<file path="src/assert_macros.svh">
// ----------------------------------------------------------------------------
// Assertion macros
// Shared concurrent assertion forms, all reset-qualified.
// ----------------------------------------------------------------------------
`ifndef ASSERT_MACROS_SVH
`define ASSERT_MACROS_SVH

// cond must never hold at a clock edge out of reset
`define ASSERT_NEVER(label, clk, rst_n, cond) \
  label: assert property (@(posedge clk) disable iff (!rst_n) !(cond)) \
    else $error("assertion failed: condition must never hold");

// cons must hold at the edge at which ante holds
`define ASSERT_IMPLIES(label, clk, rst_n, ante, cons) \
  label: assert property (@(posedge clk) disable iff (!rst_n) (ante) |-> (cons)) \
    else $error("assertion failed: implication violated");

// cons must hold at the edge after the one at which ante holds
`define ASSERT_NEXT(label, clk, rst_n, ante, cons) \
  label: assert property (@(posedge clk) disable iff (!rst_n) (ante) |=> (cons)) \
    else $error("assertion failed: next-cycle implication violated");

`endif

</file>
<file path="src/ishd_pkg.sv">
// ----------------------------------------------------------------------------
// ishd_pkg
// Word types and fixed constants of the half/double image scaler.
// ----------------------------------------------------------------------------
`timescale 1ns / 1ps

package ishd_pkg;

  localparam int CH_BITS       = 8;
  localparam int SUM_BITS      = CH_BITS + 1;
  localparam int POS_BITS      = 13;
  localparam int ROW_BITS      = 12;
  localparam int CFG_IDX_BITS  = 1;
  localparam int CFG_DATA_BITS = 13;
  localparam int WIDTH_RESET   = 640;
  localparam int JOB_DEPTH     = 4;

  localparam logic [CFG_IDX_BITS-1:0] CFG_SCALE_MODE  = 1'b0;
  localparam logic [CFG_IDX_BITS-1:0] CFG_IMAGE_WIDTH = 1'b1;

  localparam logic MODE_HALVE  = 1'b0;
  localparam logic MODE_DOUBLE = 1'b1;

  typedef struct packed {
    logic               frame_start;
    logic [CH_BITS-1:0] red;
    logic [CH_BITS-1:0] green;
    logic [CH_BITS-1:0] blue;
  } in_word_t;

  typedef struct packed {
    logic [CH_BITS-1:0]  out_red;
    logic [CH_BITS-1:0]  out_green;
    logic [CH_BITS-1:0]  out_blue;
    logic [POS_BITS-1:0] out_column;
    logic [POS_BITS-1:0] out_row;
    logic                last_of_run;
  } out_word_t;

  typedef struct packed {
    logic                is_quad;
    logic [CH_BITS-1:0]  red;
    logic [CH_BITS-1:0]  green;
    logic [CH_BITS-1:0]  blue;
    logic [POS_BITS-1:0] base_col;
    logic [POS_BITS-1:0] base_row;
  } job_t;

endpackage

</file>
<file path="src/ishd_job_fifo.sv">
// ----------------------------------------------------------------------------
// ishd_job_fifo
// Short first-word-fall-through queue of jobs between front and back.
// ----------------------------------------------------------------------------
`timescale 1ns / 1ps

module ishd_job_fifo (
  input  logic            clk,
  input  logic            rst_n,
  input  logic            wr_en,
  input  ishd_pkg::job_t  wr_data,
  output logic            full,
  input  logic            rd_en,
  output ishd_pkg::job_t  rd_data,
  output logic            empty
);

  localparam int PW = $clog2(ishd_pkg::JOB_DEPTH);

  ishd_pkg::job_t   slot_r [ishd_pkg::JOB_DEPTH];
  logic [PW-1:0]    wr_ptr_r, wr_ptr_nxt;
  logic [PW-1:0]    rd_ptr_r, rd_ptr_nxt;
  logic [PW:0]      count_r, count_nxt;
  logic             do_wr, do_rd;

  assign full    = (count_r == (PW+1)'(ishd_pkg::JOB_DEPTH));
  assign empty   = (count_r == '0);
  assign rd_data = slot_r[rd_ptr_r];

  always_comb begin
    do_wr      = wr_en & ~full;
    do_rd      = rd_en & ~empty;
    wr_ptr_nxt = do_wr ? wr_ptr_r + 1'b1 : wr_ptr_r;
    rd_ptr_nxt = do_rd ? rd_ptr_r + 1'b1 : rd_ptr_r;
    count_nxt  = count_r;
    if (do_wr && !do_rd) begin
      count_nxt = count_r + 1'b1;
    end else if (do_rd && !do_wr) begin
      count_nxt = count_r - 1'b1;
    end
  end

  always_ff @(posedge clk) begin
    if (!rst_n) begin
      wr_ptr_r <= '0;
      rd_ptr_r <= '0;
      count_r  <= '0;
    end else begin
      wr_ptr_r <= wr_ptr_nxt;
      rd_ptr_r <= rd_ptr_nxt;
      count_r  <= count_nxt;
    end
  end

  always_ff @(posedge clk) begin
    if (do_wr) begin
      slot_r[wr_ptr_r] <= wr_data;
    end
  end

endmodule

</file>
<file path="config.mk">
export PLATFORM = sky130hd
export DESIGN_NAME = ishd_job_fifo
export DESIGN_NICKNAME = d
export VERILOG_FILES = /design/src/assert_macros.svh /design/src/ishd_pkg.sv /design/src/ishd_job_fifo.sv
export SDC_FILE = /design/constraint.sdc
export NUM_CORES = 1
export LEC_CHECK = 0
export ABC_AREA = 1
export BUFFER_PORTS_ARGS = -buffer_cell sky130_fd_sc_hd__buf_2
export CORE_MARGIN = 4
export CORE_UTILIZATION = 28
export CTS_BUF_LIST = sky130_fd_sc_hd__clkbuf_16
export DETAILED_ROUTE_END_ITERATION = 12
export HOLD_SLACK_MARGIN = 0.15
export SYNTH_ARGS = -nofsm -noshare
export SYNTH_HDL_FRONTEND = slang
export SYNTH_SLANG_ARGS = --single-unit
</file>
<file path="constraint.sdc">
create_clock -name clk -period 9.25 [get_ports clk]
set_input_delay 0.925 -clock clk [delete_from_list [all_inputs] [get_ports clk]]
set_output_delay 0.925 -clock clk [all_outputs]
set_load 0.1 [all_outputs]
</file>
# After elaboration in Yosys (flattened, before gate mapping)
# Memories as Yosys holds them, arrays and structs flattened. A register that Yosys moved wholly into a read port is not among the register bits.
# Index checks and enable logic that the tools add are counted.
[word_totals] register_bits=7 ram_bits=204 input_bits=55 out_inout_bits=53 n_memories=1 wordCells=25
[mem_list] name="slot_r" depth=4 word_bits=51 read_ports=1 rd_ports_with_merged_regs=1 write_ports=1 line_no="ishd_job_fifo.sv:20" rtl="ishd_pkg::job_t slot_r [ishd_pkg::JOB_DEPTH];"
[classes] n_mux=6 reduce_logical=6 add_sub_neg=4 eq_ne=1 n_bitwise=4
[ops] cell="2-to-1 mux 3 bit" count=2
[ops] cell="adder 2 x 1 -> 2 bit (second input constant)" count=2
[ops] cell="2-to-1 mux 2 bit" count=2
[ops] cell="adder 3 x 1 -> 3 bit (second input constant)" count=1
[ops] cell="== test 3 bit (second input constant)" count=1
[ops] cell="zero test 3 bit" count=1
[ops] cell="subtractor 3 x 1 -> 3 bit (second input constant)" count=1
[ops] cell="bitwise AND 1 bit" count=2
[ops] cell="logical AND 1 bit" count=2
[ops] cell="zero test 1 bit" count=2
[ops] cell="2-to-1 mux 1 bit" count=2
[ops] cell="NOT 1 bit" count=2
[ops] cell="nonzero test 2 bit" count=1

# Longest topological paths before layout
# Gate-level depths: netlist of run 1.
[logic_depth] ltp_word=7 ltp_mapped=13 ltp_nobuf=13

# Worst setup path after synthesis of run 1
# Ideal clock, no wire load.
[synth_timing] path_type="in2reg" startpoint="input port wr_en" endpoint="memory slot_r[0][0] in the netlist's numbering (enable)" t_required_ns=8.790 arrival_time_ns=3.175 setup_ns=0.460 slack_ns=5.615 cell_stages=2 path_cell_list="nand2_1 -> nor2_1"
[synth_between] elab_chain_len=3
[synth_rtl] element="from (decl)" line_no="ishd_job_fifo.sv:10" rtl="input logic wr_en,"
[synth_rtl] element="bitwise AND 1 bit" line_no="ishd_job_fifo.sv:31" rtl="do_wr = wr_en & ~full;"
[synth_rtl] element="2-to-1 mux 1 bit" line_no="ishd_job_fifo.sv:56" rtl="if (do_wr) begin"
[synth_rtl] element="2-to-1 mux 1 bit (not written as such)" line_no="ishd_job_fifo.sv:57" rtl="slot_r[wr_ptr_r] <= wr_data;"
[synth_rtl] element="to (decl)" line_no="ishd_job_fifo.sv:20"
# Every way passes these cells.

==> metrics.md, run 1 <==
| Metric | Value |
|---|---|
| Synth unique cells | 20 |
| Pre-CTS setup slack | 5680 ps |
| Worst path buffer plus inverter count | 3 |
| Hold WS | slightly above 500 ps |
| Via count | 4805 |
| Fin util | 34.2% |
| Slew headroom | 32.8% |
| Syn Inst Count | 563 |
| Setup violations, final | 0 |
| Clock Tree Buf Depth | 3 |
| IO Pins | ~110 |
| Synthesis-to-layout area growth | 19.3% |
| Max Clock Freq | 0.247 GHz |
| Critical path capture point | rd_data[31] |
| Final Skew | 12.0 ps |
| Switching power | 1.59 mW |
| CP Depth | 5 |
| Sequential share of power | 35.4% |
| Met1 Use GR | 14.6% |
| VDD IR-drop max | 192 uV |
| Critical path class | flop to primary output |
| WL/cell | 16.7 um |
| Post-Synth Simple-Gate Area | under 10% |
| Total power | 3.45 mW |
| Vias in the first global route | between 4000 and 5000 |
| Post-Syn Area | 8080 sq um |
| PortBufs | ~110 |
| Placed Area | 8930 sq um |
| Routability cong. | about 0.71 |
| Status | complete, no violations |
| Starting Density | 28.7% |
| FF-to-FF setup slack | 7090 ps |
| Post-CTS Resized | 0 |
| Crit-path leading delay family | buffers and inverters |
| Main combinational cell family by area after synthesis | compound AO/OA/AOI/OAI gates |
| Unrepaired setup endpoints after global routing | no |
| Static leakage | between 3 and 4 nW |
| Switching share of power | 46.2% |
| CP Data Arrival Time | 3120 ps |
| Synth Area in Compound Gates | 10.5% |
| Period minus WS final | around 4000 ps |
| Post-CTS Repair Setup Buffers | 0 |
| Worst EP required | 8330 ps |
| Worst-path fanout max | 58 |
| Final Worst Setup Slack | 5200 ps |
| Syn_area_per_cell | 14.4 sq um |
| Total congestion overflow | 0 |
| Reg2reg path depth | 9 |
| TNS Setup | 0 ps |
| Internal power | between 1.5 and 2 mW |
| CTS buffer count | 24 |
| Reg2reg end | count_r[1] |
| Met2 Use GR | between 15 and 20% |
| Critical path startpoint category | flop |
| First-pass GRT wire length | 26900 um |
| Placed Instances | 1023 |
| Class of the worst hold path | flop to flop |
| CP Cell Sequence | clkinv_2 -> buf_4 -> o21ai_0 -> o22ai_1 -> buf_2 |
| Xor and xnor area share after synthesis | 0.108% |
| Clock edge transition at the registers on the reported setup and hold paths | 60 ps |
| Power Dens Cells | 358 nW/um^2 |
| Seq/Total Area, Yosys | 78.0% |
| GR Util met3 | 3.15% |
| Post-Layout Cell Count | 1068 |
| Share of power burned in combinational logic | 40.2% |
| Filler cell count | 2739 |
| Syn Nets | 624 |
| # rows | a little over 60 |
| Yosys reg bits | 213 |
| Post-CTS Hold Buffers | 0 |
| Core area | 28200 sq um |
| CTS H-Tree Depth | 1 |
| Busiest layer in global routing | met2 |
| Max-cap violations | 0 |
| Post-synthesis mux area share | 0% |
| Nets | 732 |
| Clock network power share | 24.5% |
| Final Cycle Share | 43.8% |
| Die span in x | 178 um |
| Share of layout cells above drive strength 1 | 21.9% |
| Die ar. | 31600 sq um |
| Initial antenna violation count | 2 |
| CP Capture Type | primary output |
| Post-route ant nets | 0 |
| YS warnings | 0 |
| Largest net degree at the start of global routing | 61 |
| Final Hold Vio Count | 0 |
| Clock Tree Root | clkbuf_16 |
| GRT Total Usage | 11.0% |
| Pre-antenna DRT Iters | 4 |
| Via density | 4.50 |
| Clock Sinks | 213 |
| Finished Cell Area | 9640 sq um |
| Worst-skew pair later-pin latency | 510 ps |
| Drt total wl | 17900 um |
| R2R Path Start | count_r[1] |
| Adder-cell share of the synthesized area | 1.02% |
| Slew @ Worst Pin | 1010 ps |
| First DRT Iteration DRCs | 233 |
| CTS tree | done |
| Max incr delay on CP | 670 ps |
| Critical-path top delay cell | clkinv_2 |
| Max Slew Vio Count | 0 |
| Detailed placement HPWL | 9700 um |
| Die Height | approximately 180 um |
| Remaining routing DRC violations | 0 |
## Yosys cell counts
| master | number | share of area, % |
|---|---|---|
| fa_1 | 1 | 0.25 |
| nand3_1 | 4 | 0.25 |
| buf_2 | 7 | 0.43 |
| a21oi_1 | 3 | 0.19 |
| o21ai_1 | 60 | 3.7 |
| inv_1 | 16 | 0.74 |
| o22ai_1 | 51 | 3.9 |
| clkbuf_2 | 2 | 0.12 |
| nand2_1 | 15 | 0.70 |
| buf_4 | 5 | 0.46 |
| buf_6 | 13 | 1.8 |
| xor2_1 | 1 | 0.11 |
| o21ai_0 | 43 | 2.7 |
| dfxtp_1 | 9 | 2.2 |
| nand3b_1 | 1 | 0.093 |
| clkbuf_1 | 5 | 0.23 |
| edfxtp_1 | 204 | 76 |
| inv_2 | 2 | 0.093 |
| nor2_1 | 116 | 5.4 |
| ha_1 | 5 | 0.77 |
## worst register-to-register path: stages, from the launching register on
cell and delay [ps]:
dfxtp_1 340, nor2_1 150, nand2_1 120, nand2_1 340
inv_1 150, ha_1 250, inv_1 90, fa_1 410
o21ai_0 170, nor2_1 50
## state kept, by name, indices dropped and copies added, names as in the netlist, named ones only
register / count
count_r: 3
rd_ptr_r: 2
wr_ptr_r: 2
slot_r: 204
## routing by layer
metal / vias to the layer above / wire length [um]
met5: - / 21
met4: 4 / 299
met3: 32 / 1190
met2: 102 / 8240
met1: 2364 / 8120
li1: 2303 / -
## power by group through the flow
| stage | Clock [mW] | Combinational [mW] | Sequential (mW) |
|---|---|---|---|
| global route | 0.916 | 1.46 | 1.23 |
| CTS | 0.878 | 1.40 | 1.22 |
| detailed placement | 0 | 1.40 | 1.24 |
| floorplan | 0 | 1.20 | 1.22 |
| finish | 0.844 | 1.39 | 1.22 |
| global placement | 0 | 1.40 | 1.24 |
## worst min path at each step
| stage | startpoint | end | slack (ps) | depth (start not counted) |
|---|---|---|---|---|
| after global routing | rd_ptr_r[0] | flop | 540 | 2 |
| after CTS | rd_ptr_r[0] | flop | 510 | 2 |
| final | rd_ptr_r[0] | rd_ptr_r[0] | 520 | 2 |
| after floorplan | rd_ptr_r[1] | flop | 460 | 2 |
| after global placement | rd_ptr_r[0] | rd_ptr_r[0] | 490 | 2 |
| after detailed placement | rd_ptr_r[0] | flop | 500 | 2 |
## logic make-up (layout without fill, tap and decap cells)
logic type,after synthesis,after routing
simple gates,136,136
compound gates,157,157
flops,213,213
fa+ha+maj,6,6
buf+inv,50,176
xor+xnor,1,1
other cells,0,1
## cells in the final DEF, fill, tap and decap left out, types with 2 or more instances in the layout
cell type     n
a21oi_1       3
inv_1        28
clkbuf_16    25
o22ai_1      51
buf_2       107
dfxtp_1       7
nand2_1      15
o21ai_1      60
nand3_1       4
clkinv_1      3
clkinv_2      2
ha_1          5
buf_4         7
nor2_1      112
clkinvlp_4    3
nor2_4        4
edfxtp_1    204
o21ai_0      43
## final cells by class
class                   count  area, sq um  share of cell area, %
diodes                      1         2.50                 0.0260
well taps                 378          473                   4.90
flip-flops and latches    213         6310                   65.4
clock inverters            19         83.8                  0.869
inverters                  18         68.8                  0.714
multi-input cells         300         1490                   15.5
repair buffers            114          588                   6.10
clock buffers              25          626                   6.49
Power figures use the tool's default switching activity.
==> run 2: changes to the inputs <==
==> constraint.sdc (replaced) <==
create_clock -name clk -period 3.8 [get_ports clk]
set_input_delay 0.38 -clock clk [delete_from_list [all_inputs] [get_ports clk]]
set_output_delay 0.38 -clock clk [all_outputs]
set_load 0.1 [all_outputs]
==> run 2 against run 1 <==
Count of clock-buffer cells in the layout is 2 lower. Total power is 150% higher. Worst setup slack worse by 4500 ps. Utilization is 2.1 points higher. Sequential power is 140% higher. Routed wire length is 1.3% lower. Global-route usage is 0.089 points higher. Clock power is 150% higher.
==> metrics.md, run 2 (synthesis results as in run 1) <==
| Metric | Value |
|---|---|
| First DRT Iteration DRCs | 227 (was 233) |
| Met1 wire length | 7880 um (was 8120 um) |
| Vias in the first global route | 5039 (was 4719) |
| Most frequent cells in the layout | edfxtp_1 (204), nor2_1 (112), buf_2 (107) (unchanged) |
| Detailed placement HPWL | 10300 um (was 9700 um) |
| Clock Tree Buf Depth | 3 (unchanged) |
| Largest Register | slot_r (unchanged) |
| Most common cell after layout, fill and taps aside | edfxtp_1 (unchanged) |
| Static leakage | 3.62 nW (was 3.39 nW) |
| Post-CTS Resized | 0 (unchanged) |
| Clock Tree Root | clkbuf_16 (unchanged) |
| TNS Setup | 0 ps (unchanged) |
| CTS tree | done (unchanged) |
| Core area | 28200 sq um (unchanged) |
| Worst-path fanout max | 45 (was 58) |
| Clock network power share | 24.7% (was 24.5%) |
| Final Hold Vio Count | 0 (unchanged) |
| Top Registers | slot_r: 204 flops, count_r: 3 flops (unchanged) |
| Period minus WS final | ~3100 ps |
| Share of power burned in combinational logic | 40.5% (was 40.2%) |
| Via density | 4.42 (was 4.50) |
| Status | complete, no violations (unchanged) |
| Worst EP required | 3420 ps (was 8330 ps) |
| Max Slew Vio Count | 0 (unchanged) |
| Slew headroom | 44.5% (was 32.8%) |
| Max Clock Freq | 0.321 GHz |
| CTS buffer count | 23 (was 24) |
| Crit-path leading delay family | buffers and inverters (unchanged) |
| Largest net degree at the start of global routing | 71 (was 61) |
| CP Cell Sequence | clkinv_2 -> buf_4 -> o21ai_0 -> o22ai_1 -> buf_2 (unchanged) |
| Total congestion overflow | 0 (unchanged) |
| Post-route ant nets | 0 (unchanged) |
| Critical path startpoint category | flop (unchanged) |
| Final Skew | 6.10 ps (was 12.0 ps) |
| Metal3 WL | 1040 um (was 1190 um) |
| GRT Total Usage | 11.1% (was 11.0%) |
| Worst-skew pair later-pin latency | 500 ps (was 510 ps) |
| Via count | 4956 (was 4805) |
| Max reg flops | 204 (unchanged) |
| WL/cell | 15.7 um (was 16.7 um) |
| PortBufs | 107 (unchanged) |
| Switching power | 3.86 mW (was 1.59 mW) |
| Max-cap violations | 0 (unchanged) |
| Setup violations, final | 0 (unchanged) |
| Starting Density | 28.7% (unchanged) |
| Top Layer Used | met5 (unchanged) |
| CP Capture Type | primary output (unchanged) |
| Sequential share of power | 34.8% (was 35.4%) |
| Pre-antenna DRT Iters | 4 (unchanged) |
| Critical path class | flop to primary output (unchanged) |
| Die span in x | 178 um (unchanged) |
| Class of the worst hold path | input pin to flop (was flop to flop) |
| Wire length on met2 | 8410 um (was 8240 um) |
| Share of layout cells above drive strength 1 | 21.3% (was 21.9%) |
| Internal power | 4.63 mW (was 1.86 mW) |
| Unrepaired setup endpoints after global routing | no (unchanged) |
| First-pass GRT wire length | 27400 um (was 26900 um) |
| Post-CTS Repair Setup Buffers | 0 (unchanged) |
| VDD IR-drop max | 572 uV (was 192 uV) |
| Slew @ Worst Pin | 832 ps (was 1010 ps) |
| Nets | 788 (was 732) |
| Final Cycle Share | 82.0% |
| CTS H-Tree Depth | 1 (unchanged) |
| Routability cong. | 0.686 (was 0.707) |
| Drt total wl | 17600 um (was 17900 um) |
| Remaining routing DRC violations | 0 (unchanged) |
| Max incr delay on CP | 630 ps (was 670 ps) |
| Initial antenna violation count | 2 (unchanged) |
| Critical-path top delay cell | clkinv_2 (unchanged) |
| Switching share of power | 45.5% (was 46.2%) |
| # rows | 61 (unchanged) |
| Die ar. | 31600 sq um (unchanged) |
| Synthesis-to-layout area growth | 26.6% (was 19.3%) |
| CP Data Arrival Time | 2740 ps (was 3120 ps) |
| Filler cell count | 2686 (was 2739) |
| Power Dens Cells | 830 nW/um^2 (was 358 nW/um^2) |
| Die Height | 178 um (unchanged) |
| IO Pins | 108 (unchanged) |
| Clock edge transition at the registers on the reported setup and hold paths | 60 ps (about the same) |
| Fin util | 36.3% (was 34.2%) |
| Worst path buffer plus inverter count | 3 (unchanged) |
| Clock Sinks | 213 (unchanged) |
-- run 2: cell type report --
cell class              instances  area, sq um  share of cell area [%]
multi-input cells             300         1490                    14.6
repair buffers                171         1170                    11.5
clock inverters                17          135                    1.32
well taps                     378          473                    4.62
diodes                          1         2.50                  0.0245
clock buffers                  23          576                    5.63
flip-flops and latches        213         6310                    61.7
inverters                      18         68.8                   0.673
-- run 2: power groups by stage --
stage	combinational, mW	clock (mW)	sequential (mW)
after global routing	3.63	2.27	2.98
after global placement	3.42	0	3.00
after floorplan	2.92	0	2.98
after detailed placement	3.44	0	3.01
after CTS	3.48	2.16	2.96
final	3.44	2.09	2.95
-- run 2: worst paths after layout --
path	startpoint	endpoint	slack (ps)	depth (start not counted)
max	flop	rd_data[50]	680	5
max reg2reg	count_r[0]	count_r[1]	1620	9
min reg2reg	rd_ptr_r[1]	flop	490	2
min	wr_en	wr_ptr_r[0]	190	4
-- run 2: per-stage QoR --
step                power, mW  hold slack (ps)  instances  instance area [sq um]  setup WS (ps)
finish                   8.49              195       1121                  10200            683
global route             8.88              195       1121                  10200            413
CTS                      8.60              168       1120                  10200            571
detailed placement       6.44              483       1028                   8990           1110
global placement         6.42              484       1028                   8990           1200
floorplan                5.90              465        563                   8080            541
-- run 2: tightest hold or removal path, cell delays in order --
cell     delay, ps
buf_2          100
nand3_1         70
nand2_1         60
nor2_1          40
-- run 2: metal layers --
layer / up-vias / GRT usage, %
li1: 2417 / -
met1: 2392 / 14.2
met2: 119 / 18.9
met3: 26 / 2.60
met4: 2 / 2.84
met5: - / 0
-- run 2: timing repair --
item / 4_1_cts / 5_1_grt
endpoints found under the hold margin: 207 / 0
hold buffers: 52 / 0
setup endpoints to repair: 0 / 0
