$ cat config.mk
export PLATFORM = sky130hd
export DESIGN_NAME = ishd_back
export DESIGN_NICKNAME = d
export VERILOG_FILES = /design/src/assert_macros.svh /design/src/ishd_pkg.sv /design/src/ishd_back.sv
export SDC_FILE = /design/constraint.sdc
export NUM_CORES = 1
export LEC_CHECK = 0
export BUFFER_PORTS_ARGS = -buffer_cell sky130_fd_sc_hd__buf_2
export CORE_MARGIN = 2
export CORE_UTILIZATION = 44
export DETAILED_ROUTE_END_ITERATION = 6
export PLACE_DENSITY = 0.89
export SLEW_MARGIN = 40
export SYNTH_ARGS = -nofsm -noshare
export SYNTH_HDL_FRONTEND = slang
export SYNTH_SLANG_ARGS = --single-unit
$ cat constraint.sdc
create_clock -name clk -period 6.4 [get_ports clk]
set_input_delay 0.32 -clock clk [delete_from_list [all_inputs] [get_ports clk]]
set_output_delay 0.32 -clock clk [all_outputs]
set_load 0.05 [all_outputs]
$ cat src/assert_macros.svh
// ----------------------------------------------------------------------------
// Assertion macros
// Shared concurrent assertion forms, all reset-qualified.
// ----------------------------------------------------------------------------
`ifndef ASSERT_MACROS_SVH
`define ASSERT_MACROS_SVH

// cond must never hold at a clock edge out of reset
`define ASSERT_NEVER(label, clk, rst_n, cond) \
  label: assert property (@(posedge clk) disable iff (!rst_n) !(cond)) \
    else $error("assertion failed: condition must never hold");

// cons must hold at the edge at which ante holds
`define ASSERT_IMPLIES(label, clk, rst_n, ante, cons) \
  label: assert property (@(posedge clk) disable iff (!rst_n) (ante) |-> (cons)) \
    else $error("assertion failed: implication violated");

// cons must hold at the edge after the one at which ante holds
`define ASSERT_NEXT(label, clk, rst_n, ante, cons) \
  label: assert property (@(posedge clk) disable iff (!rst_n) (ante) |=> (cons)) \
    else $error("assertion failed: next-cycle implication violated");

`endif

$ cat src/ishd_pkg.sv
// ----------------------------------------------------------------------------
// ishd_pkg
// Word types and fixed constants of the half/double image scaler.
// ----------------------------------------------------------------------------
`timescale 1ns / 1ps

package ishd_pkg;

  localparam int CH_BITS       = 8;
  localparam int SUM_BITS      = CH_BITS + 1;
  localparam int POS_BITS      = 13;
  localparam int ROW_BITS      = 12;
  localparam int CFG_IDX_BITS  = 1;
  localparam int CFG_DATA_BITS = 13;
  localparam int WIDTH_RESET   = 640;
  localparam int JOB_DEPTH     = 4;

  localparam logic [CFG_IDX_BITS-1:0] CFG_SCALE_MODE  = 1'b0;
  localparam logic [CFG_IDX_BITS-1:0] CFG_IMAGE_WIDTH = 1'b1;

  localparam logic MODE_HALVE  = 1'b0;
  localparam logic MODE_DOUBLE = 1'b1;

  typedef struct packed {
    logic               frame_start;
    logic [CH_BITS-1:0] red;
    logic [CH_BITS-1:0] green;
    logic [CH_BITS-1:0] blue;
  } in_word_t;

  typedef struct packed {
    logic [CH_BITS-1:0]  out_red;
    logic [CH_BITS-1:0]  out_green;
    logic [CH_BITS-1:0]  out_blue;
    logic [POS_BITS-1:0] out_column;
    logic [POS_BITS-1:0] out_row;
    logic                last_of_run;
  } out_word_t;

  typedef struct packed {
    logic                is_quad;
    logic [CH_BITS-1:0]  red;
    logic [CH_BITS-1:0]  green;
    logic [CH_BITS-1:0]  blue;
    logic [POS_BITS-1:0] base_col;
    logic [POS_BITS-1:0] base_row;
  } job_t;

endpackage

$ cat src/ishd_back.sv
// ----------------------------------------------------------------------------
// ishd_back
// Expands each queued job into one or four result words and holds the
// oldest one in the output register.
// ----------------------------------------------------------------------------
`timescale 1ns / 1ps

module ishd_back (
  input  logic                clk,
  input  logic                rst_n,
  input  ishd_pkg::job_t      job_data,
  input  logic                job_empty,
  output logic                job_rd,
  output logic                empty,
  input  logic                pop,
  output ishd_pkg::out_word_t out_word
);

  ishd_pkg::out_word_t out_word_r, out_word_nxt;
  logic                out_valid_r, out_valid_nxt;
  logic [1:0]          sub_r, sub_nxt;
  logic                advance;
  logic                is_last;

  assign empty    = ~out_valid_r;
  assign out_word = out_word_r;

  always_comb begin
    advance = ~out_valid_r | pop;
    is_last = ~job_data.is_quad | (sub_r == 2'd3);

    out_word_nxt.out_red     = job_data.red;
    out_word_nxt.out_green   = job_data.green;
    out_word_nxt.out_blue    = job_data.blue;
    out_word_nxt.out_column  = job_data.base_col | ishd_pkg::POS_BITS'(sub_r[0]);
    out_word_nxt.out_row     = job_data.base_row | ishd_pkg::POS_BITS'(sub_r[1]);
    out_word_nxt.last_of_run = is_last;

    job_rd        = advance & ~job_empty & is_last;
    out_valid_nxt = advance ? ~job_empty : out_valid_r;
    sub_nxt       = sub_r;
    if (advance && !job_empty) begin
      sub_nxt = is_last ? 2'd0 : sub_r + 2'd1;
    end
  end

  always_ff @(posedge clk) begin
    if (!rst_n) begin
      out_valid_r <= 1'b0;
      sub_r       <= 2'd0;
    end else begin
      out_valid_r <= out_valid_nxt;
      sub_r       <= sub_nxt;
    end
  end

  always_ff @(posedge clk) begin
    if (advance && !job_empty) begin
      out_word_r <= out_word_nxt;
    end
  end

endmodule

# ---- After elaboration in Yosys (flattened, before gate mapping)
# Cells that the tools add are included.
dict set report word_totals {
  wordCells 22
  in_bits 55
  reg_bits 54
}
dict set report op_classes {
  n_eq_ne 1
  n_reduce_logical 2
  mux 1
  add_sub_neg 1
  bitwise_logic 9
}
# operator count
set op_table {}
lappend op_table {{OR 13 x 1 -> 13 bit} 2}
lappend op_table {{NOT 1 bit} 3}
lappend op_table {{adder 2 x 1 -> 2 bit, second input constant} 1}
lappend op_table {{bitwise AND 1 bit} 2}
lappend op_table {{== test 2 bit, second input constant} 1}
lappend op_table {{2-to-1 mux 2 bit} 1}
lappend op_table {{OR 1 bit} 2}
lappend op_table {{logical AND 1 bit} 1}
lappend op_table {{zero test 1 bit} 1}

# ---- Depth between registers and ports, before layout
# Gate-level depths: netlist (run 1).
dict set report logic_depth {
  ltp_word 4
  ltp_mapped 5
}

# ---- Worst setup path before layout (run 1)
# Ideal clock, no wire load.
dict set report synth_timing {
  path_type {flip-flop to flip-flop}
  from {register out_valid_r}
  to {register out_word_r (netlist bit out_word[0]) (enable)}
  n_path_buf 0
  path_stages_with_launch 3
  path_slack_ns 3.300
  arrival_ns 2.637
  synth_period_minus_slack_ns 3.100
  setup_ns 0.464
  path_cell_list {dfxtp_1 nor2b_4 nor2_1}
}
dict set report synth_between {
  elab_chain_cells 3
}
# item line
set synth_lines {}
lappend synth_lines {{from (decl)} ishd_back.sv:20} ;# logic out_valid_r, out_valid_nxt;
lappend synth_lines {{from (signal assigned)} ishd_back.sv:52} ;# out_valid_r <= out_valid_nxt;
lappend synth_lines {{NOT 1 bit} ishd_back.sv:29} ;# advance = ~out_valid_r | pop;
lappend synth_lines {{OR 1 bit} ishd_back.sv:29}
lappend synth_lines {{logical AND 1 bit} ishd_back.sv:58} ;# if (advance && !job_empty) begin
lappend synth_lines {{to (signal assigned)} ishd_back.sv:59} ;# out_word_r <= out_word_nxt;
lappend synth_lines {{to (decl)} ishd_back.sv:19} ;# ishd_pkg::out_word_t out_word_r, out_word_nxt;
# No other way between the ends.
# A chain may end at the register's enable or synchronous reset.

# ---- Final worst setup path (run 1)
dict set report layout_timing {
  from {register sub_r[0]}
  to {output port job_rd}
}
dict set report layout_between {
  elab_chain_cells 3
}
# item line
set layout_lines {}
lappend layout_lines {{from (decl)} ishd_back.sv:21} ;# logic [1:0] sub_r, sub_nxt;
lappend layout_lines {{from (signal assigned)} ishd_back.sv:53} ;# sub_r <= sub_nxt;
lappend layout_lines {{== test 2 bit} ishd_back.sv:30} ;# is_last = ~job_data.is_quad | (sub_r == 2'd3);
lappend layout_lines {{OR 1 bit} ishd_back.sv:30}
lappend layout_lines {{bitwise AND 1 bit} ishd_back.sv:39} ;# job_rd = advance & ~job_empty & is_last;
lappend layout_lines {{to (decl)} ishd_back.sv:13} ;# output logic job_rd,
# No other way between the ends.

==> results of run 1 <==
## cell usage in the layout (no fill, tap or decap), drive strengths merged
cell	instances
buf	108
edfxtp	51
clkbuf	5
inv	4
dfxtp	3
nor2b	2
or2	2
nor2	1
nor3	1
or4	1
o21ai	1
a21boi	1
o21a	1
nand2	1
nand3	1
mux2i	1
ha	1
clkinv	1
clkinvlp	1
## per-stage QoR
stage / power, uW / worst slack, ps / utilization
2_1_floorplan: 505.0 / 3300 / -
3_3_place_gp: 539.4 / 4968 / 0.6292
3_5_place_dp: 542.0 / 4934 / 0.6292
4_1_cts: 723.9 / 4732 / 0.6547
5_1_grt: 744.4 / 4688 / 0.6547
6_report: 715.5 / 4750 / 0.6547
## per-layer routing
metal	vias up	GRT usage	wire length [um]	share of wire
met5	-	0	0	0
met4	0	0.06888	38	0.012
met3	4	0.08177	438	0.14
met2	68	0.2350	1583	0.51
met1	445	0.1422	1041	0.34
li1	502	-	-	-
## worst register-to-register path, delay by kind of cell, from the launching register on
family | cells | cell delay [ps]
buf+inv | 1 | 500
flops | 1 | 320
simple gates | 2 | 210
## where the power goes
part / total (uW) / leakage, uW / internal, uW / switching (uW)
clock: 183 / 0.0000447 / 79.0 / 104
sequential: 415 / 0.000518 / 410 / 4.81
combinational: 117 / 0.000488 / 27.5 / 89.8
total: 715 / 0.00105 / 517 / 199
## final timing paths
check | from | endpoint
max | sub_r[0] | job_rd
max reg2reg | out_valid_r | out_word[21]
min | job_data[44] | out_word[45]
min reg2reg | sub_r[1] | sub_r[1]
## final cells by class
type	count	area (um^2)	share of cell area
inverters	3	11.26	0.004663
flip-flops and latches	54	1592	0.6591
multi-input cells	14	115.1	0.04767
clock buffers	5	68.82	0.02850
well taps	48	60.06	0.02487
clock inverters	3	25.02	0.01036
repair buffers	108	543.0	0.2249
## state kept, by name, indices dropped and copies added, names as in the netlist
register and count:
out_word 51, sub_r 2, out_valid_r 1
## cells by family (layout without fill, tap and decap cells)
logic type,Yosys count,after routing,share of synthesized area
adders and majority gates,1,1,0.007314
AOI/OAI and AO/OA,3,3,0.01170
DFF,54,54,0.9305
buffers and inverters,3,119,0.006583
and+or+nand+nor,9,9,0.03803
muxes,1,1,0.005852
==> results.md, run 1 <==
| Parameter | This run |
| --- | --- |
| Result of the run | finished, final reports clean |
| Weighted congestion reported at the end of routability-driven placement | 0.6817 |
| Total wire length after detailed routing | 3101 um |
| Post-CTS Setup Bufs | 0 |
| Detailed-route DRC error count | 0 |
| First-pass GRT wire length | 4347 um |
| Flops & latches, synth | 54 |
| Maximum number of pins on one net before global-route repair | 53 |
| Leading cell type by number of instances after synthesis | edfxtp_1 |
| Routed wire per std cell | 13.20 um |
| Number of enable flip-flop cells after synthesis | 51 |
| Clock tree sinks | 54 |
| Root Buffer Master | clkbuf_8 |
| Critical Path Stages | 4 |
| Routed via count divided by cell count | 4.336 |
| Post-synth top flop | edfxtp_1 |
| Number of antenna repair diodes | 0 |
| Crit-path max FO | 4 |
| 1st-pass router iterations | 3 |
| Critical-path top delay cell | dfxtp_1 |
| Via count of the first global-routing pass | 981 |
| Max incr delay on CP | 370 ps |
| Die area | 4402 um^2 |
| Boundary pin count | 108 |
| Die Y | 66.35 um |
| Yosys top cell by area | edfxtp_1 |
| Cts hold-fix bufs | 0 |
| Maximum root-to-sink buffer count | 2 |
| Share of the synthesized area in the top cell type | 0.8954 |
| Share of synthesized registers carrying an async set or reset | 0 |
| Number of antenna violations at the first check in global routing | 0 |
| Hold Slack | 192.6 ps |
| Cell Chain, Critical Path | ha_1 -> nor2b_4 -> nor3_1 -> buf_2 |
| Total negative slack for setup checks | 0 ps |
| Share of post-route cells with drive strength above 1 | 0.6364 |
| Starting Density | 0.4637 |
| Type of element launching the critical path | register |
| Via total after detailed routing | 1,019 |
| WS Path Type | register to output pin |
| Leakage power | 0.001051 uW |
| Synth Area per Inst | 24.09 um^2 |
| Number of nets in the synthesized netlist | 127 |
| Crit path DAT | 1330 ps |
| Min-Delay Path Class | input pin to register |
| Number of setup violations in the final report | 0 |
| # H-tree levels | 2 |
| Required time at the endpoint of the critical path | 6080 ps |
| Fraction of the cycle the final worst path needs | 0.2577 |
| Total global-route track usage | 0.1421 |
| Placement row count | 22 |
| Worst Reg2Reg Path Length in Cells | 3 |
| Count of buffers from port buffering | 107 |
| Final critical delay including setup and external delays | 1650 ps |
| Bufs and invs on worst path | 1 |
| Later-pin clock latency in the skew report | 290 ps |
| Reg-to-reg setup timing slack | 5000 ps |
| Share of the yosys chip area belonging to registers | 0.9305 |
| Crit. End Element | output pin |
| Number of antenna-violating nets in the routed design | 0 |
| Quantity of gates resized following cts | 0 |
| Number of distinct standard cells referenced by the synthesized netlist | 15 |
| Number of placed cells counting well taps | 227 |
| Power per unit of standard cell area | 296.3 nW/um^2 |
| Clock tree from TritonCTS | done |
| Area of all placed cells without fillers | 2415 um^2 |
| Number of nets at the end of the flow | 242 |
| Most frequent cells after synthesis | edfxtp_1, dfxtp_1, inv_1 |
| Highest achievable clock rate | 0.6062 GHz |
| Final Skew | 3.597 ps |
| Number of instances on the worst hold path | 1 |
| Relative slew slack | 0.5993 |
| Core Region | 3689 um^2 |
| Cell family with the largest share of critical-path delay | flip-flops |
| CTS buffer count | 5 |
| Cell Area, Placed | 2321 um^2 |
| VDD IR max | 175.9 uV |
| Global route overflow | 0 |
| Layout overhead on the synthesized area | 41.19% |
| Worst slew pin tran | 601.0 ps |
| Fill cells | 283 |
| Largest cells by area after synthesis | edfxtp_1, dfxtp_1, nor2b_4, ha_1, or2_1 |
| Number of max-cap violations | 0 |
| Initial detailed-routing violation count | 78 |
| Netlist area before placement | 1710 um^2 |
| Final Slew Violations | 0 |
| Number of warnings reported in the yosys synthesis log | 0 |
| Final-report hold violation count | 0 |
| Horizontal die dimension | 66.35 um |
| CTS clock-pin slew for the worst setup and hold paths | 90 ps |
| Synthesized netlist cell count | 71 |
| RSZ-0062 raised after global routing | false |
| Final Non-Filler Cells | 235 |
(Power assumes the default switching activity.)
==> run 2: changes to the inputs <==
Settings changed: ABC_AREA set to 1, CORE_UTILIZATION 44 to 37, PLACE_DENSITY 0.89 to 0.81.
Clock period 6.4 ns to 1.35 ns, I/O delays scaled along.
==> results.md, run 2 <==
| Parameter | This run |
| --- | --- |
| Number of nets at the end of the flow | 302 |
| Synthesized netlist cell count | 80 |
| Number of setup violations in the final report | 0 |
| Total global-route track usage | 0.1792 |
| Clock tree sinks | 54 |
| Via count of the first global-routing pass | 1,349 |
| Relative slew slack | 0.8167 |
| Routed via count divided by cell count | 4.398 |
| Crit. End Element | output pin |
| Crit path DAT | 1200 ps |
| Die area | 5226 um^2 |
| Worst slew pin tran | 276.9 ps |
| Global route overflow | 0 |
| Weighted congestion reported at the end of routability-driven placement | 0.7170 |
| Via total after detailed routing | 1,315 |
| Clock tree from TritonCTS | done |
| Number of max-cap violations | 0 |
| Number of antenna repair diodes | 0 |
| Worst setup slack before clock tree synthesis | 263.4 ps |
| Count of buffers from port buffering | 107 |
| Result of the run | finished, final reports clean |
| Share of synthesized registers carrying an async set or reset | 0 |
| Final Skew | 3.555 ps |
| Final Slew Violations | 0 |
| Crit-path max FO | 4 |
| Number of nets in the synthesized netlist | 136 |
| Power after layout | 3720 uW |
| Share of post-route cells with drive strength above 1 | 0.5223 |
| Fill cells | 292 |
| Layout overhead on the synthesized area | 73.39% |
| Total wire length after detailed routing | 4696 um |
| Type of element launching the critical path | register |
| Share of the yosys chip area belonging to registers | 0.9224 |
| Share of the core filled with cells | 0.6777 |
| Hold Slack | 44.17 ps |
| Number of antenna violations at the first check in global routing | 0 |
| Leading cell type by number of instances after synthesis | edfxtp_1 |
| Power per unit of standard cell area | 1244 nW/um^2 |
| # H-tree levels | 2 |
| Netlist area before placement | 1725 um^2 |
| Initial detailed-routing violation count | 74 |
| Cell Chain, Critical Path | ha_2 -> inv_2 -> a21oi_2 -> buf_4 |
| Final-report hold violation count | 0 |
| Routed wire per std cell | 15.71 um |
| Total area of multi-input combinational cells | 110.1 um^2 |
| Max FFs per register | 51 |
| Flops & latches, synth | 54 |
| Number of placed cells counting well taps | 241 |
| Horizontal die dimension | 72.29 um |
| Area taken by flip-flops and latches | 1594 um^2 |
| Post-CTS Setup Bufs | 0 |
| Most used cells in the layout excluding fill and tap cells | buf_2, edfxtp_1, dlygate4sd3_1, inv_1 |
| Root Buffer Master | clkbuf_8 |
| Most frequent standard cell in the layout excluding fill and tap cells | buf_2 |
| Placement row count | 24 |
| Post-route setup slack | 77.90 ps |
| Post-synth top flop | edfxtp_1 |
| RSZ-0062 raised after global routing | false |
| Later-pin clock latency in the skew report | 290 ps |
| Number of distinct standard cells referenced by the synthesized netlist | 13 |
| Final critical delay including setup and external delays | 1272 ps |
| Largest cells by area after synthesis | edfxtp_1, dfxtp_1, inv_1, nand2_2, nor2_1 |
| Boundary pin count | 108 |
| CTS buffer count | 5 |
| VDD IR max | 643.2 uV |
| Number of warnings reported in the yosys synthesis log | 0 |
| Detailed-route DRC error count | 0 |
| Die Y | 72.29 um |
| Share of the synthesized area in the top cell type | 0.8876 |
| Most frequent cells after synthesis | edfxtp_1, inv_1, nor2_1 |
| Final Non-Filler Cells | 299 |
| Number of enable flip-flop cells after synthesis | 51 |
| Min-Delay Path Class | input pin to register |
| Fraction of the cycle the final worst path needs | 0.9423 |
| Required time at the endpoint of the critical path | 1280 ps |
| Leakage power | 0.001295 uW |
| Yosys top cell by area | edfxtp_1 |
| Core Region | 4414 um^2 |
| 1st-pass router iterations | 4 |
| Highest achievable clock rate | 0.7861 GHz |
| Starting Density | 0.3909 |
| Critical-path top delay cell | dfxtp_2 |
| WS Path Type | register to output pin |
| HPWL reported at the end of detailed placement | 2875 um |
| Number of antenna-violating nets in the routed design | 0 |
| First-pass GRT wire length | 6775 um |
| Maximum number of pins on one net before global-route repair | 28 |
| Max incr delay on CP | 360 ps |
| CTS clock-pin slew for the worst setup and hold paths | 90 ps |
| Synth Area per Inst | 21.57 um^2 |
| Maximum root-to-sink buffer count | 2 |
## run 2: logic make-up after synthesis
kind of cell / Yosys count / synth area share
simple gates: 15 / 0.04569
compound gates: 2 / 0.007250
flops: 54 / 0.9224
buf+inv: 8 / 0.01740
fa+ha+maj: 1 / 0.007250
## run 2: path summary, 6_finish.rpt
path / from / to / slack (ps) / depth (start not counted)
max: sub_r[0] / job_rd / 80 / 4
min: job_data[0] / out_word[1] / 40 / 2
max reg2reg: out_valid_r / out_word[25] / 250 / 4
min reg2reg: out_valid_r / out_valid_r / 520 / 2
## run 2: layout make-up
cell class                 instances  share of cell area
clock buffer                       6             0.02426
tap                               52             0.02175
timing repair buffer             159              0.3605
inverter                           8             0.01129
clock inverter                     2             0.01255
multi-input combinational         18             0.03680
sequential                        54              0.5328
## run 2: worst max-delay path: cells and delay by family, from the launching register on
family | cells | cell delay, ps
adder cells (fa/ha/maj) | 1 | 180
flip-flops | 1 | 360
buffers and inverters | 2 | 250
AO/OA/AOI/OAI | 1 | 120
## run 2: metrics by stage
step | cell area (um^2) | setup TNS (ps)
2_1_floorplan | 1730 | -11830
3_3_place_gp | 2371 | 0
3_5_place_dp | 2371 | 0
4_1_cts | 2985 | 0
5_1_grt | 2992 | 0
6_report | 2992 | 0
## run 2: repair_timing
item,in CTS,in global routing
endpoints found under the hold margin,50,0
hold buffers,50,0
gates resized for setup,2,2
endpoints found under the setup margin,1,1
## run 2: where the power goes
part	switching, uW	internal, uW	leakage, uW
clock network	468	553	0.0000514
logic	476	243	0.000725
registers	31.4	1950	0.000518
total	976	2740	0.00129
## run 2: metal layers
metal  routed length [um]  track usage  vias up
li1                     -            -      618
met1                 1613       0.1859      616
met2                 2603       0.3415       73
met3                  396      0.04444        8
met4                   81      0.07128        0
met5                    0            0        -
==> run 3: changes to the inputs <==
Settings changed: CORE_MARGIN 2 to 3, CORE_UTILIZATION 37 to 39, CTS_BUF_LIST set to sky130_fd_sc_hd__clkbuf_8, PLACE_DENSITY 0.81 to 0.84.
==> results.md, run 3 (synthesis results as in run 2) <==
| Parameter | This run |
| --- | --- |
| Root Buffer Master | clkbuf_8 |
| CTS clock-pin slew for the worst setup and hold paths | 80 ps |
| Detailed-route DRC error count | 0 |
| Final critical delay including setup and external delays | 1257 ps |
| Horizontal die dimension | 72.52 um |
| Number of antenna-violating nets in the routed design | 0 |
| Clock tree sinks | 54 |
| Detailed route wirelength on metal3 | 420 um |
| Crit path DAT | 1190 ps |
| Later-pin clock latency in the skew report | 300 ps |
| Length of routed wiring on met1 | 1443 um |
| Most frequent standard cell in the layout excluding fill and tap cells | buf_2 |
| Final-report hold violation count | 0 |
| Leakage power | 0.001290 uW |
| Maximum number of pins on one net before global-route repair | 28 |
| Via total after detailed routing | 1,288 |
| Reg2reg end | out_word[24] |
| Timing startpoint of the critical path | job_empty |
| Total area of multi-input combinational cells | 107.6 um^2 |
| Type of element launching the critical path | input pin |
| Min-Delay Path Class | input pin to register |
| Worst slew pin tran | 271.0 ps |
| Highest achievable clock rate | 0.7953 GHz |
| HPWL reported at the end of detailed placement | 2724 um |
| Count of buffers from port buffering | 107 |
| Clock tree from TritonCTS | done |
| VDD IR max | 696.9 uV |
| CTS buffer count | 5 |
| Via count of the first global-routing pass | 1,316 |
| Area taken by flip-flops and latches | 1595 um^2 |
| Most used cells in the layout excluding fill and tap cells | buf_2, edfxtp_1, dlygate4sd3_1, inv_1, clkbuf_8 |
| Crit. End Element | output pin |
| Fraction of the cycle the final worst path needs | 0.9314 |
| Starting Density | 0.4164 |
| Startpoint of the most critical register-to-register path | out_valid_r |
| Relative slew slack | 0.8206 |
| Routed wire per std cell | 14.14 um |
| Total wire length after detailed routing | 4185 um |
| Result of the run | finished, final reports clean |
| WS Path Type | input pin to output pin |
| Layout overhead on the synthesized area | 71.94% |
| Reg-to-reg setup timing slack | 250 ps |
| Number of nets at the end of the flow | 301 |
| Maximum root-to-sink buffer count | 2 |
| Initial detailed-routing violation count | 63 |
| Highest signal layer in the routed design | met4 |
| Routed met2 length | 2305 um |
| Crit-path max FO | 6 |
| Power per unit of standard cell area | 1204 nW/um^2 |
| Routed via count divided by cell count | 4.351 |
| Die area | 5258 um^2 |
| Fill cells | 290 |
| Number of placed cells counting well taps | 239 |
| Global route overflow | 0 |
| Share of the core filled with cells | 0.7159 |
| Total global-route track usage | 0.1563 |
| Number of antenna repair diodes | 0 |
| Number of max-cap violations | 0 |
| Final Slew Violations | 0 |
| Max FFs per register | 51 |
| First-pass GRT wire length | 6030 um |
| 1st-pass router iterations | 4 |
| Die Y | 72.52 um |
| Placement row count | 23 |
| Boundary pin count | 108 |
| Hold Slack | 14.49 ps |
| # H-tree levels | 2 |
| Number of antenna violations at the first check in global routing | 0 |
| Share of post-route cells with drive strength above 1 | 0.5285 |
| Post-CTS Setup Bufs | 0 |
| Weighted congestion reported at the end of routability-driven placement | 0.7160 |
| Number of setup violations in the final report | 0 |
| Final Non-Filler Cells | 296 |
| Required time at the endpoint of the critical path | 1280 ps |
| Final Skew | 7.307 ps |
| Critical Path Sink | job_rd |
| Worst Reg2Reg Path Length in Cells | 4 |
| Core Region | 4144 um^2 |
## run 3: what timing repair did
item	in CTS	in global routing
resized for setup	1	4
hold buffers	49	0
setup endpoints to repair	1	1
endpoints found under the hold margin	49	0
## run 3: layout make-up
class	instances	area share
tap	50	0.02109
clock inverter	2	0.004218
timing repair buffer	158	0.3615
clock buffer	6	0.02784
sequential	54	0.5377
multi-input combinational	18	0.03627
inverter	8	0.01139
## run 3: how the worst min path moves through the flow
stage / start / to / slack (ps) / depth (start not counted)
2_1_floorplan: job_data[9] / out_word[10] / 170 / 0
3_3_place_gp: job_data[35] / out_word[36] / 240 / 1
3_5_place_dp: job_data[26] / out_word[27] / 250 / 1
4_1_cts: rst_n / sub_r[0] / 5 / 3
5_1_grt: rst_n / sub_r[0] / 6 / 3
6_report: rst_n / sub_r[0] / 10 / 3
## run 3: per-stage QoR
step | power (uW) | setup WS (ps) | setup TNS [ps] | instance area (um^2)
after detailed placement | 2611 | 260.4 | 0 | 2369
after floorplan | 2412 | -231.1 | -11830 | 1730
after global placement | 2597 | 283.6 | 0 | 2369
after CTS | 3610 | 35.31 | 0 | 2957
final | 3573 | 92.60 | 0 | 2967
after global routing | 3715 | -3.798 | -3.798 | 2967
## run 3: critical path, cell delays in order
cell and delay, ps:
dlygate4sd3_1 530, buf_2 120, inv_1 80, nand2_4 80, a21oi_2 130, buf_6 170
## run 3: report_power, final
| group | switching, uW | total [uW] | internal [uW] |
|---|---|---|---|
| logic | 470 | 712 | 242 |
| clock network | 474 | 886 | 412 |
| registers | 26.5 | 1970 | 1950 |
| total | 971 | 3570 | 2600 |
## run 3: routing by layer
metal / up-vias / global-route usage
met5: - / 0
met4: 0 / 0.03689
met3: 4 / 0.06233
met2: 73 / 0.3023
met1: 593 / 0.1538
li1: 618 / -
